## config.mk

```make
export PLATFORM = sky130hd
export DESIGN_NAME = sync_length_packet_checksum_rx_flat
export DESIGN_NICKNAME = d
export VERILOG_FILES = /design/src/hw/rtl/slpcrx_pkg.sv /design/src/hw/rtl/slpcrx_if.sv /design/src/hw/rtl/sync_length_packet_checksum_rx.sv /design/src/hw/rtl/slpcrx_sync_cfg.sv /design/src/hw/rtl/slpcrx_deframer.sv /design/src/hw/rtl/slpcrx_out_stage.sv /design/src/flat_wrapper.sv
export SDC_FILE = /design/constraint.sdc
export NUM_CORES = 1
export LEC_CHECK = 0
export BUFFER_PORTS_ARGS = -buffer_cell sky130_fd_sc_hd__buf_2
export CORE_MARGIN = 3
export CORE_UTILIZATION = 45
export CTS_BUF_LIST = sky130_fd_sc_hd__clkbuf_4 sky130_fd_sc_hd__clkbuf_8
export CTS_CLUSTER_DIAMETER = 30
export DETAILED_ROUTE_END_ITERATION = 12
export GPL_ROUTABILITY_DRIVEN = 0
export GPL_TIMING_DRIVEN = 0
export HOLD_SLACK_MARGIN = 0.08
export PLACE_DENSITY = 0.66
export SETUP_SLACK_MARGIN = 0.2
export SYNTH_ARGS = -nofsm -noshare
export SYNTH_HDL_FRONTEND = slang
export SYNTH_HIERARCHICAL = 1
export SYNTH_SLANG_ARGS = --single-unit
```

## constraint.sdc

```tcl
create_clock -name clk -period 3.1 [get_ports clk]
set_input_delay 0.155 -clock clk [delete_from_list [all_inputs] [get_ports clk]]
set_output_delay 0.155 -clock clk [all_outputs]
set_load 0.005 [all_outputs]
```

## src/hw/rtl/slpcrx_pkg.sv

```systemverilog
// Shared types and constants for the sync/length packet checksum receiver.
`default_nettype none

package slpcrx_pkg;

    localparam int BYTE_W  = 8;
    localparam int INDEX_W = 9;
    localparam int CFG_IDX_W = 8;

    localparam logic [BYTE_W-1:0] SYNC_FIRST_RESET  = 8'h75;
    localparam logic [BYTE_W-1:0] SYNC_SECOND_RESET = 8'h65;

    localparam logic [CFG_IDX_W-1:0] REG_SYNC_FIRST  = 8'd0;
    localparam logic [CFG_IDX_W-1:0] REG_SYNC_SECOND = 8'd1;

    typedef struct packed {
        logic [BYTE_W-1:0]  frame_byte;
        logic [INDEX_W-1:0] byte_index;
        logic               frame_end;
        logic               checksum_ok;
        logic [BYTE_W-1:0]  frame_desc_set;
        logic [BYTE_W-1:0]  frame_length;
    } frame_res_t;

endpackage

`default_nettype wire

```

## src/hw/rtl/slpcrx_if.sv

```systemverilog
// Channel interfaces: received bytes, frame results and register writes.
`default_nettype none

interface slpcrx_rx_if;
    logic       valid;
    logic       ready;
    logic [7:0] rx_byte;

    modport source (output valid, output rx_byte, input ready);
    modport sink (input valid, input rx_byte, output ready);
endinterface

interface slpcrx_res_if;
    logic       valid;
    logic       ready;
    logic [7:0] frame_byte;
    logic [8:0] byte_index;
    logic       frame_end;
    logic       checksum_ok;
    logic [7:0] frame_desc_set;
    logic [7:0] frame_length;

    modport source (
        output valid, output frame_byte, output byte_index, output frame_end,
        output checksum_ok, output frame_desc_set, output frame_length,
        input ready
    );
    modport sink (
        input valid, input frame_byte, input byte_index, input frame_end,
        input checksum_ok, input frame_desc_set, input frame_length,
        output ready
    );
endinterface

interface slpcrx_cfg_if;
    logic       valid;
    logic       ready;
    logic [7:0] index;
    logic [7:0] data;

    modport source (output valid, output index, output data, input ready);
    modport sink (input valid, input index, input data, output ready);
endinterface

`default_nettype wire

```

## src/hw/rtl/sync_length_packet_checksum_rx.sv

```systemverilog
// Top level of the sync/length packet checksum receiver.
`default_nettype none

// Receives one serial byte per transfer, one byte per clock sustained. The
// block hunts for the two configured sync bytes, then passes out the
// descriptor byte (index 0), the length byte (index 1) and each payload byte
// (index 2 onward), swallows the first checksum byte and ends the frame with
// a result that has frame_end set and checksum_ok telling whether both 8-bit
// Fletcher sums (over sync, descriptor, length and payload) matched. Each
// byte is processed in the cycle it is accepted and its result lands in a
// single output register; the input is ready whenever that register is empty
// or being drained, so a result waiting downstream stalls input only while
// the output side holds ready low. Sync bytes may be rewritten through the
// configuration channel, which is always ready; writes to unknown indexes
// are ignored.
module sync_length_packet_checksum_rx (
    input wire logic   clk,
    input wire logic   rst_n,
    slpcrx_rx_if.sink  rx,
    slpcrx_res_if.source res,
    slpcrx_cfg_if.sink cfg
);
    import slpcrx_pkg::*;

    logic              take;
    logic              free;
    logic              dec_valid;
    frame_res_t        dec_res;
    frame_res_t        out_res;
    logic [BYTE_W-1:0] sync_first;
    logic [BYTE_W-1:0] sync_second;

    assign cfg.ready = 1'b1;
    assign rx.ready  = free;
    assign take      = rx.valid && free;

    slpcrx_sync_cfg u_cfg (
        .clk         (clk),
        .rst_n       (rst_n),
        .wr_en       (cfg.valid),
        .wr_index    (cfg.index),
        .wr_data     (cfg.data),
        .sync_first  (sync_first),
        .sync_second (sync_second)
    );

    slpcrx_deframer u_deframer (
        .clk         (clk),
        .rst_n       (rst_n),
        .take        (take),
        .rx_byte     (rx.rx_byte),
        .sync_first  (sync_first),
        .sync_second (sync_second),
        .res_valid   (dec_valid),
        .res         (dec_res)
    );

    slpcrx_out_stage u_out (
        .clk        (clk),
        .rst_n      (rst_n),
        .load       (take),
        .load_valid (dec_valid),
        .load_res   (dec_res),
        .free       (free),
        .out_valid  (res.valid),
        .out_ready  (res.ready),
        .out_res    (out_res)
    );

    assign res.frame_byte     = out_res.frame_byte;
    assign res.byte_index     = out_res.byte_index;
    assign res.frame_end      = out_res.frame_end;
    assign res.checksum_ok    = out_res.checksum_ok;
    assign res.frame_desc_set = out_res.frame_desc_set;
    assign res.frame_length   = out_res.frame_length;

endmodule

`default_nettype wire

```

## src/hw/rtl/slpcrx_sync_cfg.sv

```systemverilog
// Sync byte configuration registers.
`default_nettype none

module slpcrx_sync_cfg (
    input  wire logic                         clk,
    input  wire logic                         rst_n,
    input  wire logic                         wr_en,
    input  wire logic [slpcrx_pkg::CFG_IDX_W-1:0] wr_index,
    input  wire logic [slpcrx_pkg::BYTE_W-1:0]    wr_data,
    output logic      [slpcrx_pkg::BYTE_W-1:0]    sync_first,
    output logic      [slpcrx_pkg::BYTE_W-1:0]    sync_second
);
    import slpcrx_pkg::*;

    logic [BYTE_W-1:0] sync_first_reg;
    logic [BYTE_W-1:0] sync_second_reg;

    always_ff @(posedge clk or negedge rst_n)
    begin
        if (!rst_n)
        begin
            sync_first_reg  <= SYNC_FIRST_RESET;
            sync_second_reg <= SYNC_SECOND_RESET;
        end
        else if (wr_en)
        begin
            // drop writes to unknown indexes
            case (wr_index)
                REG_SYNC_FIRST:  sync_first_reg  <= wr_data;
                REG_SYNC_SECOND: sync_second_reg <= wr_data;
                default: ;
            endcase
        end
    end

    assign sync_first  = sync_first_reg;
    assign sync_second = sync_second_reg;

endmodule

`default_nettype wire

```

## src/hw/rtl/slpcrx_deframer.sv

```systemverilog
// Frame state machine with running Fletcher sums; results for descriptor, length, payload bytes and frame end.
`default_nettype none

module slpcrx_deframer (
    input  wire logic                      clk,
    input  wire logic                      rst_n,
    input  wire logic                      take,
    input  wire logic [slpcrx_pkg::BYTE_W-1:0] rx_byte,
    input  wire logic [slpcrx_pkg::BYTE_W-1:0] sync_first,
    input  wire logic [slpcrx_pkg::BYTE_W-1:0] sync_second,
    output logic                           res_valid,
    output slpcrx_pkg::frame_res_t         res
);
    import slpcrx_pkg::*;

    typedef enum logic [2:0] {
        PH_HUNT1,
        PH_HUNT2,
        PH_DESC,
        PH_LEN,
        PH_PAYLOAD,
        PH_CHECK1,
        PH_CHECK2
    } phase_t;

    phase_t            phase_reg, phase_next;
    logic [BYTE_W-1:0] sum_a_reg, sum_a_next;
    logic [BYTE_W-1:0] sum_b_reg, sum_b_next;
    logic [BYTE_W-1:0] desc_reg, desc_next;
    logic [BYTE_W-1:0] len_reg, len_next;
    logic [BYTE_W-1:0] left_reg, left_next;
    logic [BYTE_W-1:0] check_reg, check_next;

    logic [BYTE_W-1:0] acc_a;
    logic [BYTE_W-1:0] sync_a;
    logic [BYTE_W-1:0] left_dec;
    logic [BYTE_W-1:0] pay_pos;

    assign acc_a    = sum_a_reg + rx_byte;
    assign sync_a   = sync_first + rx_byte;
    assign left_dec = left_reg - 8'd1;
    assign pay_pos  = len_reg - left_reg;

    always_comb
    begin
        phase_next = phase_reg;
        sum_a_next = sum_a_reg;
        sum_b_next = sum_b_reg;
        desc_next  = desc_reg;
        len_next   = len_reg;
        left_next  = left_reg;
        check_next = check_reg;
        res_valid  = 1'b0;
        res.frame_byte  = rx_byte;
        res.byte_index  = '0;
        res.frame_end   = 1'b0;
        res.checksum_ok = 1'b0;
        case (phase_reg)
            PH_HUNT1:
            begin
                if (rx_byte == sync_first)
                    phase_next = PH_HUNT2;
            end
            PH_HUNT2:
            begin
                if (rx_byte == sync_second)
                begin
                    // sums restart over both sync bytes: a = s1 + s2, b = s1 + a
                    sum_a_next = sync_a;
                    sum_b_next = sync_first + sync_a;
                    desc_next  = '0;
                    len_next   = '0;
                    left_next  = '0;
                    phase_next = PH_DESC;
                end
                else if (rx_byte != sync_first)
                    phase_next = PH_HUNT1;
            end
            PH_DESC:
            begin
                sum_a_next = acc_a;
                sum_b_next = sum_b_reg + acc_a;
                desc_next  = rx_byte;
                phase_next = PH_LEN;
                res_valid  = 1'b1;
            end
            PH_LEN:
            begin
                sum_a_next = acc_a;
                sum_b_next = sum_b_reg + acc_a;
                len_next   = rx_byte;
                left_next  = rx_byte;
                phase_next = (rx_byte == '0) ? PH_CHECK1 : PH_PAYLOAD;
                res_valid  = 1'b1;
                res.byte_index = INDEX_W'(1);
            end
            PH_PAYLOAD:
            begin
                sum_a_next = acc_a;
                sum_b_next = sum_b_reg + acc_a;
                left_next  = left_dec;
                if (left_dec == '0)
                    phase_next = PH_CHECK1;
                res_valid  = 1'b1;
                res.byte_index = {1'b0, pay_pos} + INDEX_W'(2);
            end
            PH_CHECK1:
            begin
                check_next = rx_byte;
                phase_next = PH_CHECK2;
            end
            PH_CHECK2:
            begin
                phase_next = PH_HUNT1;
                res_valid  = 1'b1;
                res.frame_byte  = '0;
                res.frame_end   = 1'b1;
                res.checksum_ok = (check_reg == sum_a_reg) && (rx_byte == sum_b_reg);
            end
            default:
                phase_next = PH_HUNT1;
        endcase
        // descriptor and length reflect the holds after this byte
        res.frame_desc_set = desc_next;
        res.frame_length   = len_next;
    end

    always_ff @(posedge clk or negedge rst_n)
    begin
        if (!rst_n)
        begin
            phase_reg <= PH_HUNT1;
            sum_a_reg <= '0;
            sum_b_reg <= '0;
            desc_reg  <= '0;
            len_reg   <= '0;
            left_reg  <= '0;
            check_reg <= '0;
        end
        else if (take)
        begin
            phase_reg <= phase_next;
            sum_a_reg <= sum_a_next;
            sum_b_reg <= sum_b_next;
            desc_reg  <= desc_next;
            len_reg   <= len_next;
            left_reg  <= left_next;
            check_reg <= check_next;
        end
    end

endmodule

`default_nettype wire

```

## src/hw/rtl/slpcrx_out_stage.sv

```systemverilog
// Result register between the deframer and the output channel.
`default_nettype none

module slpcrx_out_stage (
    input  wire logic                   clk,
    input  wire logic                   rst_n,
    input  wire logic                   load,
    input  wire logic                   load_valid,
    input  wire slpcrx_pkg::frame_res_t load_res,
    output logic                        free,
    output logic                        out_valid,
    input  wire logic                   out_ready,
    output slpcrx_pkg::frame_res_t      out_res
);
    import slpcrx_pkg::*;

    logic       valid_reg, valid_next;
    frame_res_t res_reg;

    // take a new transfer when empty or when the held one leaves this cycle
    assign free = !valid_reg || out_ready;

    always_comb
    begin
        valid_next = valid_reg;
        if (load)
            valid_next = load_valid;
        else if (out_ready)
            valid_next = 1'b0;
    end

    always_ff @(posedge clk or negedge rst_n)
    begin
        if (!rst_n)
            valid_reg <= 1'b0;
        else
            valid_reg <= valid_next;
    end

    always_ff @(posedge clk)
    begin
        if (load && load_valid)
            res_reg <= load_res;
    end

    assign out_valid = valid_reg;
    assign out_res   = res_reg;

endmodule

`default_nettype wire

```

## src/flat_wrapper.sv

```systemverilog
// flat-port wrapper written by rule: the top's interface ports become plain ports
module sync_length_packet_checksum_rx_flat import slpcrx_pkg::*;
  (clk, rst_n, rx_valid, rx_rx_byte, rx_ready, res_valid, res_frame_byte, res_byte_index, res_frame_end, res_checksum_ok, res_frame_desc_set, res_frame_length, res_ready, cfg_valid, cfg_index, cfg_data, cfg_ready);
  slpcrx_rx_if rx_i ();
  slpcrx_res_if res_i ();
  slpcrx_cfg_if cfg_i ();
  input wire logic clk;
  input wire logic rst_n;
  input wire logic [$bits(rx_i.valid)-1:0] rx_valid;
  input wire logic [$bits(rx_i.rx_byte)-1:0] rx_rx_byte;
  output wire logic [$bits(rx_i.ready)-1:0] rx_ready;
  output wire logic [$bits(res_i.valid)-1:0] res_valid;
  output wire logic [$bits(res_i.frame_byte)-1:0] res_frame_byte;
  output wire logic [$bits(res_i.byte_index)-1:0] res_byte_index;
  output wire logic [$bits(res_i.frame_end)-1:0] res_frame_end;
  output wire logic [$bits(res_i.checksum_ok)-1:0] res_checksum_ok;
  output wire logic [$bits(res_i.frame_desc_set)-1:0] res_frame_desc_set;
  output wire logic [$bits(res_i.frame_length)-1:0] res_frame_length;
  input wire logic [$bits(res_i.ready)-1:0] res_ready;
  input wire logic [$bits(cfg_i.valid)-1:0] cfg_valid;
  input wire logic [$bits(cfg_i.index)-1:0] cfg_index;
  input wire logic [$bits(cfg_i.data)-1:0] cfg_data;
  output wire logic [$bits(cfg_i.ready)-1:0] cfg_ready;
  assign rx_i.valid = rx_valid;
  assign rx_i.rx_byte = rx_rx_byte;
  assign rx_ready = rx_i.ready;
  assign res_valid = res_i.valid;
  assign res_frame_byte = res_i.frame_byte;
  assign res_byte_index = res_i.byte_index;
  assign res_frame_end = res_i.frame_end;
  assign res_checksum_ok = res_i.checksum_ok;
  assign res_frame_desc_set = res_i.frame_desc_set;
  assign res_frame_length = res_i.frame_length;
  assign res_i.ready = res_ready;
  assign cfg_i.valid = cfg_valid;
  assign cfg_i.index = cfg_index;
  assign cfg_i.data = cfg_data;
  assign cfg_ready = cfg_i.ready;
  sync_length_packet_checksum_rx u_core (.clk(clk), .rst_n(rst_n), .rx(rx_i), .res(res_i), .cfg(cfg_i));
endmodule
```

==> out/qor.csv <==
metric,value,unit
final_nets,753,
clk_path_buf_depth,2,
synthArstFlopShare,66.0,%
rr_startpoint,u_core/u_deframer/sum_a_reg[0],
grt_pass1_vias,4846,
largest_register_ffs,35,
antenna_found_initial,0,
final_area,7330,sq um
dieArea,15500,sq um
fin_crit_sh,98.9,%
layout_common_cells,"buf_2, dfrtp_1, nand2_1, ha_1",
path_max_fanout,4,
synthXorXnorAreaFrac,9.25,%
synthDistinctLibCells,67,
status,finished clean,
dpl-instance-area,6850,sq um
crit_end,u_core/u_deframer/sum_b_reg[7],
dr_wl_met3,902,microns
rows,42,
met1_length,6540,microns
ys_ff_latch,103,
synth-simple-area-share,11.2,%
yosysSeqAreaShare,43.9,%
timing_hold_violations_final,0,
synth_area,6300,sq um
clk_pin_slew_worst_paths,0.10,ns
initial_core_util,46.8,%
setup_violations,0,
powerDensity,987,nW/um^2
htreeDepth,3,
track_usage,19.7,%
critPathKind,reg2reg,
postLayoutCoreUtil,54.5,%
max_freq,0.326,GHz
wl_per_cell,17.9,microns
hold_path.class,in2reg,
synthMuxAreaShare,5.40,%
syn2layout_area_growth,16.2,%
highest_layer,met4,
start_kind,flip-flop,
clkSinkCount,103,
numPortBuffers,65,
multiInputGateArea,3400,sq um
wl_met2,7510,microns
cp.arrival,3.31,ns
skew,0.0148,ns
drv_cap,0,
p_leak,0.00329,uW
ios,67,
wl,15400,microns
core_area,13500,sq um
via_per_inst,5.66,
antenna_left,0,
syn_inst,583,
grt.overflow.total,0,
ff2ff_setup_slack,0.03,ns
drtIter0Drc,364,
num_vias,4871,
synth_compound_area_share,16.5,%
dp_hpwl,10900,microns
crit_path_end_kind,flip-flop,
synth-edff-count,35,
yosys.area_share.adder,9.53,%
grt_max_degree,69,
crit_path_start,u_core/u_deframer/sum_a_reg[0],
clock_latency,0.38,ns
hp-start,cfg_index[0],
synth-main-ff-cell,dfrtp_1,
power.total,7230,uW
diodes,0,
mappedNetlistNets,657,
min_period,3.07,ns
syn_avg_cell_area,10.8,sq um
tritoncts,done,
numCtsBuffers,9,
seq_area,2770,sq um
maxSlewViolCount,0,
slew-limit-headroom,35.6,%
cts_root_buffer,clkbuf_8,
required,3.34,ns
fp.dieH,124,microns
layout_commonest_cell,buf_2,
yosysWarnings,6,
final.fill_count,1204,
drive_above_1_share,24.9,%
synth_top_family_by_area,compound AO/OA/AOI/OAI gates,
r2r-end,u_core/u_deframer/sum_b_reg[7],
grt_pass1_wl,24600,microns
r2r_cells,13,
rsz0062_at_grt,true,
firstDrtPassIters,5,
drc,0,
worst_pin_slew,0.959,ns
die_x,124,microns
vdd_drop_max,414,uV
final cells by class:
cell class | instances | share of cell area, %
inverters | 18 | 0.922
clock buffers | 11 | 1.98
well taps | 176 | 3.01
plain buffers | 30 | 2.63
repair buffers | 85 | 6.87
multi-input cells | 432 | 46.4
flip-flops and latches | 103 | 37.8
clock inverters | 5 | 0.427
through the flow:
step	setup TNS (ns)	hold WS [ns]	setup slack, ns	cells
after floorplan	0	-0.141	0.221	583
after global placement	-0.141	0.406	-0.141	824
after detailed placement	-0.228	0.322	-0.228	824
after CTS	-0.0735	0.208	-0.0735	854
after global routing	-0.122	0.220	-0.122	860
final	0	0.234	0.0345	860
where the power goes:
group / leakage, uW / total (uW) / switching [uW] / internal [uW]
registers: 0.00118 / 2300 / 351 / 1950
logic: 0.00201 / 4130 / 2200 / 1940
clock network: 0.0000949 / 793 / 469 / 324
total: 0.00329 / 7230 / 3020 / 4210
synthesized netlist by cell type (3+ instances only):
cell type / instances / share of area (%)
ha_1: 40 / 7.9
a32o_1: 8 / 1.3
o21a_1: 3 / 0.36
and2_1: 11 / 1.1
a22o_1: 25 / 3.5
nor4_1: 7 / 0.69
nor2_1: 28 / 1.7
mux2i_1: 4 / 0.64
dfstp_2: 9 / 3.8
a21o_1: 14 / 1.7
mux2_2: 16 / 2.9
inv_1: 17 / 1.0
nor3_1: 16 / 1.3
buf_6: 9 / 1.6
fa_1: 5 / 1.6
nand3_1: 5 / 0.40
edfxtp_1: 35 / 17
o21ai_0: 35 / 2.8
o21bai_1: 5 / 0.60
xnor2_1: 33 / 4.6
a211oi_1: 4 / 0.48
o211ai_1: 5 / 0.60
nand2_1: 37 / 2.2
clkbuf_1: 14 / 0.83
mux2_4: 8 / 1.9
or2_2: 3 / 0.30
buf_2: 4 / 0.32
xor2_1: 31 / 4.3
nand4_1: 6 / 0.60
a21oi_1: 37 / 2.9
or3_1: 5 / 0.50
dfrtp_1: 59 / 23
nand2b_1: 4 / 0.40
worst min-delay path by stage:
| stage | endpoint | cells past startpoint | slack (ns) |
|---|---|---|---|
| floorplan | u_core/u_cfg/sync_first[1] | 0 | -0.14 |
| global placement | u_core/u_cfg/sync_second[4] | 2 | 0.41 |
| detailed placement | u_core/u_deframer/sum_a_reg[6] | 1 | 0.32 |
| CTS | u_core/u_cfg/sync_first[3] | 3 | 0.21 |
| global route | u_core/u_cfg/sync_first[6] | 3 | 0.22 |
| finish | u_core/u_cfg/sync_first[4] | 3 | 0.23 |
cells by family (layout without fill, tap and decap cells):
| logic type | after synthesis | after routing |
|---|---|---|
| XOR/XNOR | 65 | 65 |
| AO/OA/AOI/OAI | 155 | 155 |
| other | 1 | 1 |
| multiplexers | 28 | 28 |
| adder cells (fa/ha/maj) | 45 | 45 |
| AND/OR/NAND/NOR | 138 | 138 |
| buffers and inverters | 48 | 149 |
| flip-flops | 103 | 103 |
repair_timing:
action,CTS,global route
resized for setup,8,16
endpoints found under the setup margin,3,6
pin swaps,5,11
hold buffers,10,0
endpoints found under the hold margin,76,0
buffers inserted,4,6
worst max-delay path, stage by stage, from the launching register on:
cell and delay, ns:
dfrtp_1 0.42, ha_4 0.18, fa_2 0.36, a21o_1 0.19, a21oi_4 0.16, xnor2_2 0.12
ha_4 0.30, nand3_1 0.08, o211ai_1 0.25, nor4_1 0.09, nor3_1 0.26, xor2_1 0.21
mux2i_1 0.20, o311ai_1 0.11
per-layer routing:
metal,up-vias,GRT usage [%]
met5,-,0
met4,0,7.48
met3,25,3.56
met2,159,33.0
met1,2379,25.5
li1,2308,-
Note: power is estimated with default switching activity, not from simulation.
